===== src/sv/l2hist_ram.sv =====
// l2hist_ram: generic single write port, single read port ram
// with registered read data; no dependencies
module l2hist_ram #(
    parameter int WIDTH = 32,
    parameter int DEPTH = 64,
    localparam int AW = (DEPTH > 1) ? $clog2(DEPTH) : 1
) (
    input  logic             clk,
    input  logic             we,
    input  logic [AW-1:0]    waddr,
    input  logic [WIDTH-1:0] wdata,
    input  logic [AW-1:0]    raddr,
    output logic [WIDTH-1:0] rdata
);

    logic [WIDTH-1:0] mem_reg [DEPTH];
    logic [WIDTH-1:0] rdata_reg;

    always_ff @(posedge clk)
    begin
        if (we)
        begin
            mem_reg[waddr] <= wdata;
        end
        rdata_reg <= mem_reg[raddr];
    end

    assign rdata = rdata_reg;

endmodule


===== config.mk =====
export PLATFORM = sky130hd
export DESIGN_NAME = l2hist_ram
export DESIGN_NICKNAME = d
export VERILOG_FILES = /design/src/sv/l2hist_ram.sv
export SDC_FILE = /design/constraint.sdc
export NUM_CORES = 2
export LEC_CHECK = 0
export ABC_AREA = 1
export BUFFER_PORTS_ARGS = -buffer_cell sky130_fd_sc_hd__buf_4
export CAP_MARGIN = 20
export CORE_MARGIN = 3
export CORE_UTILIZATION = 57
export CTS_CLUSTER_DIAMETER = 100
export DETAILED_ROUTE_END_ITERATION = 8
export PLACE_DENSITY_LB_ADDON = 0.2
export SKIP_CTS_REPAIR_TIMING = 1
export SLEW_MARGIN = 20
export SYNTH_ARGS = -nofsm -noshare
export SYNTH_HDL_FRONTEND = slang
export SYNTH_SLANG_ARGS = --single-unit

===== constraint.sdc =====
create_clock -name clk -period 4.1 [get_ports clk]
set_input_delay 0.205 -clock clk [delete_from_list [all_inputs] [get_ports clk]]
set_output_delay 0.205 -clock clk [all_outputs]
set_load 0.02 [all_outputs]

# Word level (Yosys, flattened, before mapping)
# Memories as Yosys holds them, arrays and structs flattened. A register that Yosys moved wholly into a read port is not among the register bits.
# Cells that the tools add are included.
[word_totals]
reg_bits = 0
mem_bits_rw = 2048
inputBits = 46
memories = 1
[classes]
muxes = 2
[memory_table]
columns = ["name", "words", "word_bits", "rd", "rd_ports_with_merged_regs", "wr", "line_no", "rtl"]
rows = [
  ["mem_reg", 64, 32, 1, 1, 1, "16", "logic [WIDTH-1:0] mem_reg [DEPTH];"],
]
[ops]
columns = ["op", "n"]
rows = [
  ["$mux W1", 2],
]

# Logic depth before layout (Yosys ltp)
[logic_depth]
ltp_word = 2
ltp_mapped = 13
mapped_depth_nobuf = 9

# Least setup slack after synthesis
# OpenSTA, ideal clock, no wires.
[synth_path]
path_kind = "input -> register"
startpoint = "in we"
endpoint = "mem mem_reg[48][0], enable pin"
arrival_time_ns = 3.833
t_required_ns = 3.598
setup_slack_ns = -0.235
path_stages = 3
path_cell_list = "clkbuf_1 > nand4_1 > nor4_1"
[synth_between]
elab_chain_len = 2
[synth_rtl]
columns = ["item", "line_no", "rtl"]
rows = [
  ["from (decl)", "9", "input logic we,"],
  ["$mux W1", "21", "if (we)"],
  ["$mux W1 (implied by the code)", "23", "mem_reg[waddr] <= wdata;"],
  ["to (decl)", "16", ""],
]
# No other way between the ends.

==> out/results.txt <==
post-synthesis adder-cell area fraction: 0%
simple-gate share of the synthesized area: 22.1%
grt met2 use: 48.1%
WL per Instance: 26.6 microns
max reg flops: 2048
CP required: 4850 ps
FF+latch count, synth: 2080
Critical Path Sink Type: flip-flop
Hold Crit Depth: 1
vias in the first global route: 52106
Hold Startpoint: wdata[25]
# DRC: 0
P&R area growth vs syn: 11.6%
Post-Synth XOR/XNOR Area: 0%
RePlAce Congestion: 0.900
crit path DAT: 3290 ps
Lkg Pwr: 0.0325 uW
Final Hold Viols: 31
Die W: 387 microns
final WL: 236000 microns
crit path time final: 2530 ps
crit share post-route: 61.8%
global route overflow: 0
Die H: 387 microns
Peak Freq: 395 MHz
Area contributors post-synth: edfxtp_1, nand3_1, nand2_1
area of the multi-input gates: 18800 sq um
launching point of the worst reg2reg path: mem_reg[27][4]
met3 Use GR: 7.42%
register area: 62100 sq um
Post-DP HPWL: 124000 microns
main combinational cell family by area after synthesis: simple AND/OR/NAND/NOR gates
Reg2Reg Capture Point: rdata[4]
max_cap viols: 0
library cells used by synthesis: 16
Vias/cell: 6.18
NumNets Final: 6833
RSZ-0062 raised after global routing: false
detailed-route via count: 54841
Crit Path Category: input pin to flip-flop
worst r2r path cells: 8
CTS H-tree lvls: 4
layout cell share with drive strength beyond 1: 8.65%
core area: 144000 sq um
FF-to-FF setup slack: 2190 ps
CTS tree: done
endpoints failing setup: 0
Total GRT Usage: 31.3%
Port-buffer cells: 77
result of the run: finished, violations left
Least-Margin Pin Slew: 1020 ps
post-synth top area share: 74.3%
Pins Over Slew Limit: 0
Min Hold Slack: -50.5 ps
hold path endpoint: mem_reg[19][25]
type of element launching the critical path: input pin
Post-Syn Nets: 6815
maximum vdd ir drop: 328 uV
Mapped Area: 82700 sq um
placed cell count: 8479
io pins: 78
Worst Hold Class: input pin to flip-flop
die area: 150000 sq um
sequential fraction of the synthesis area: 75.1%
Starting Density: 57.5%
Initial DRC Count: 7270
largest net degree at the start of global routing: 145
GR peak layer: met2
cells after synthesis: 6769
post-synth top area cell: edfxtp_1
mean post-synth cell area: 12.2 sq um
clk slew on worst S/H paths: 60 ps
final setup margin: 1570 ps
final core occ: 64.2%
compound-gate portion of the synthesized area: 0%
PD cells: 484 nW/um^2
Fin Clk Skew: 29.7 ps
GR Layer Usage met1: 42.7%
Sink Count: 2080
clk root buf: clkbuf_16
first-pass GRT wire length: 345000 microns
Max transition margin: 32.1%
Filler cells: 10479
CTS max path bufs: 3
clock latency on the worst-skew pair: 840 ps
antenna-violating nets left: 0
Inserted Clock Buffers: 202
failing checks: hold timing
initial antenna violation count: 11
final non-filler cell total: 8870
# rows: 139
Place WS: 813 ps
worst-path maximum fanout: 128
synth warn: 0
Pre-antenna DRT Iters: 7
mux cell area share after synthesis: 0%
## worst max-delay path by stage
| stage | start | to | slack [ps] | cells after the start |
|---|---|---|---|---|
| finish | raddr[0] | rdata[13] | 1570 | 12 |
| global route | raddr[0] | rdata[13] | 1520 | 12 |
| CTS | raddr[0] | rdata[13] | 1690 | 12 |
| detailed placement | raddr[0] | rdata[13] | 810 | 12 |
| global placement | raddr[0] | rdata[13] | 800 | 12 |
| floorplan | we | mem_reg[48][0] | -230 | 3 |
## stage by stage
| stage | total power (uW) | cell area [sq um] | TNS (ps) |
|---|---|---|---|
| after CTS | 44700 | 92200 | 0 |
| after floorplan | 25500 | 82700 | -60160 |
| after detailed placement | 26900 | 85800 | 0 |
| final | 44600 | 92300 | 0 |
| after global routing | 45900 | 92300 | 0 |
| after global placement | 26900 | 85800 | 0 |
## layout by cell type (no fill, tap or decap)
cell / instances
buf_8: 3
clkinv_8: 1
clkinvlp_4: 4
nor4_2: 8
diode_2: 9
nand4_1: 9
clkinv_4: 1
buf_12: 35
inv_6: 7
dlygate4sd3_1: 7
clkinv_2: 21
nand2_1: 2248
edfxtp_1: 2048
clkbuf_16: 205
dfxtp_1: 32
clkbuf_1: 64
nor2_4: 56
inv_2: 2
buf_4: 217
bufinv_16: 12
buf_6: 1
nand3_1: 1907
clkinv_16: 1
clkbuf_8: 24
clkinv_1: 35
inv_16: 2
inv_1: 6
inv_8: 2
## metal layers
metal  part of all wire [%]  vias up
met1                     38    26981
met5                   0.19        -
met2                     46     3140
li1                       -    24182
met3                     11      526
met4                    4.6       12
## critical path, cell delays in order
cell and delay, ps:
buf_8 210, inv_16 470, buf_12 400, buf_4 390, nand2_1 90, nand3_1 80
nand3_1 120, nand3_1 140, nand3_1 350, nand2_1 200, nand2_1 320, nand2_1 180
## synthesized netlist by cell type
cell type	instances
nand2_1	2248
edfxtp_1	2048
nand3_1	1907
buf_2	282
clkbuf_1	77
nor2_1	56
buf_4	45
buf_1	40
dfxtp_1	32
inv_1	9
nand4_1	9
nor4_1	8
buf_6	3
buf_8	2
inv_2	2
inv_4	1
## power by group
part           switching (uW)  internal (uW)
Sequential                106          23500
Clock                    7760          10400
Combinational            2180            682
Total                   10000          34600
## kinds of logic (layout without fill, tap and decap cells)
family / after synthesis / in the layout
other cells: 0 / 9
buf+inv: 461 / 650
simple gates: 4228 / 4228
flops: 2080 / 2080
## final cells by class
class	count	share of cell area [%]
Clock buffer	293	6.18
Inverter	12	0.0881
Tap cell	1903	2.58
Clock inverter	82	0.817
Antenna cell	9	0.0244
Multi-Input combinational cell	4228	20.3
Timing Repair Buffer	263	2.66
Sequential cell	2080	67.3
Note: power is estimated with default switching activity, not from simulation.
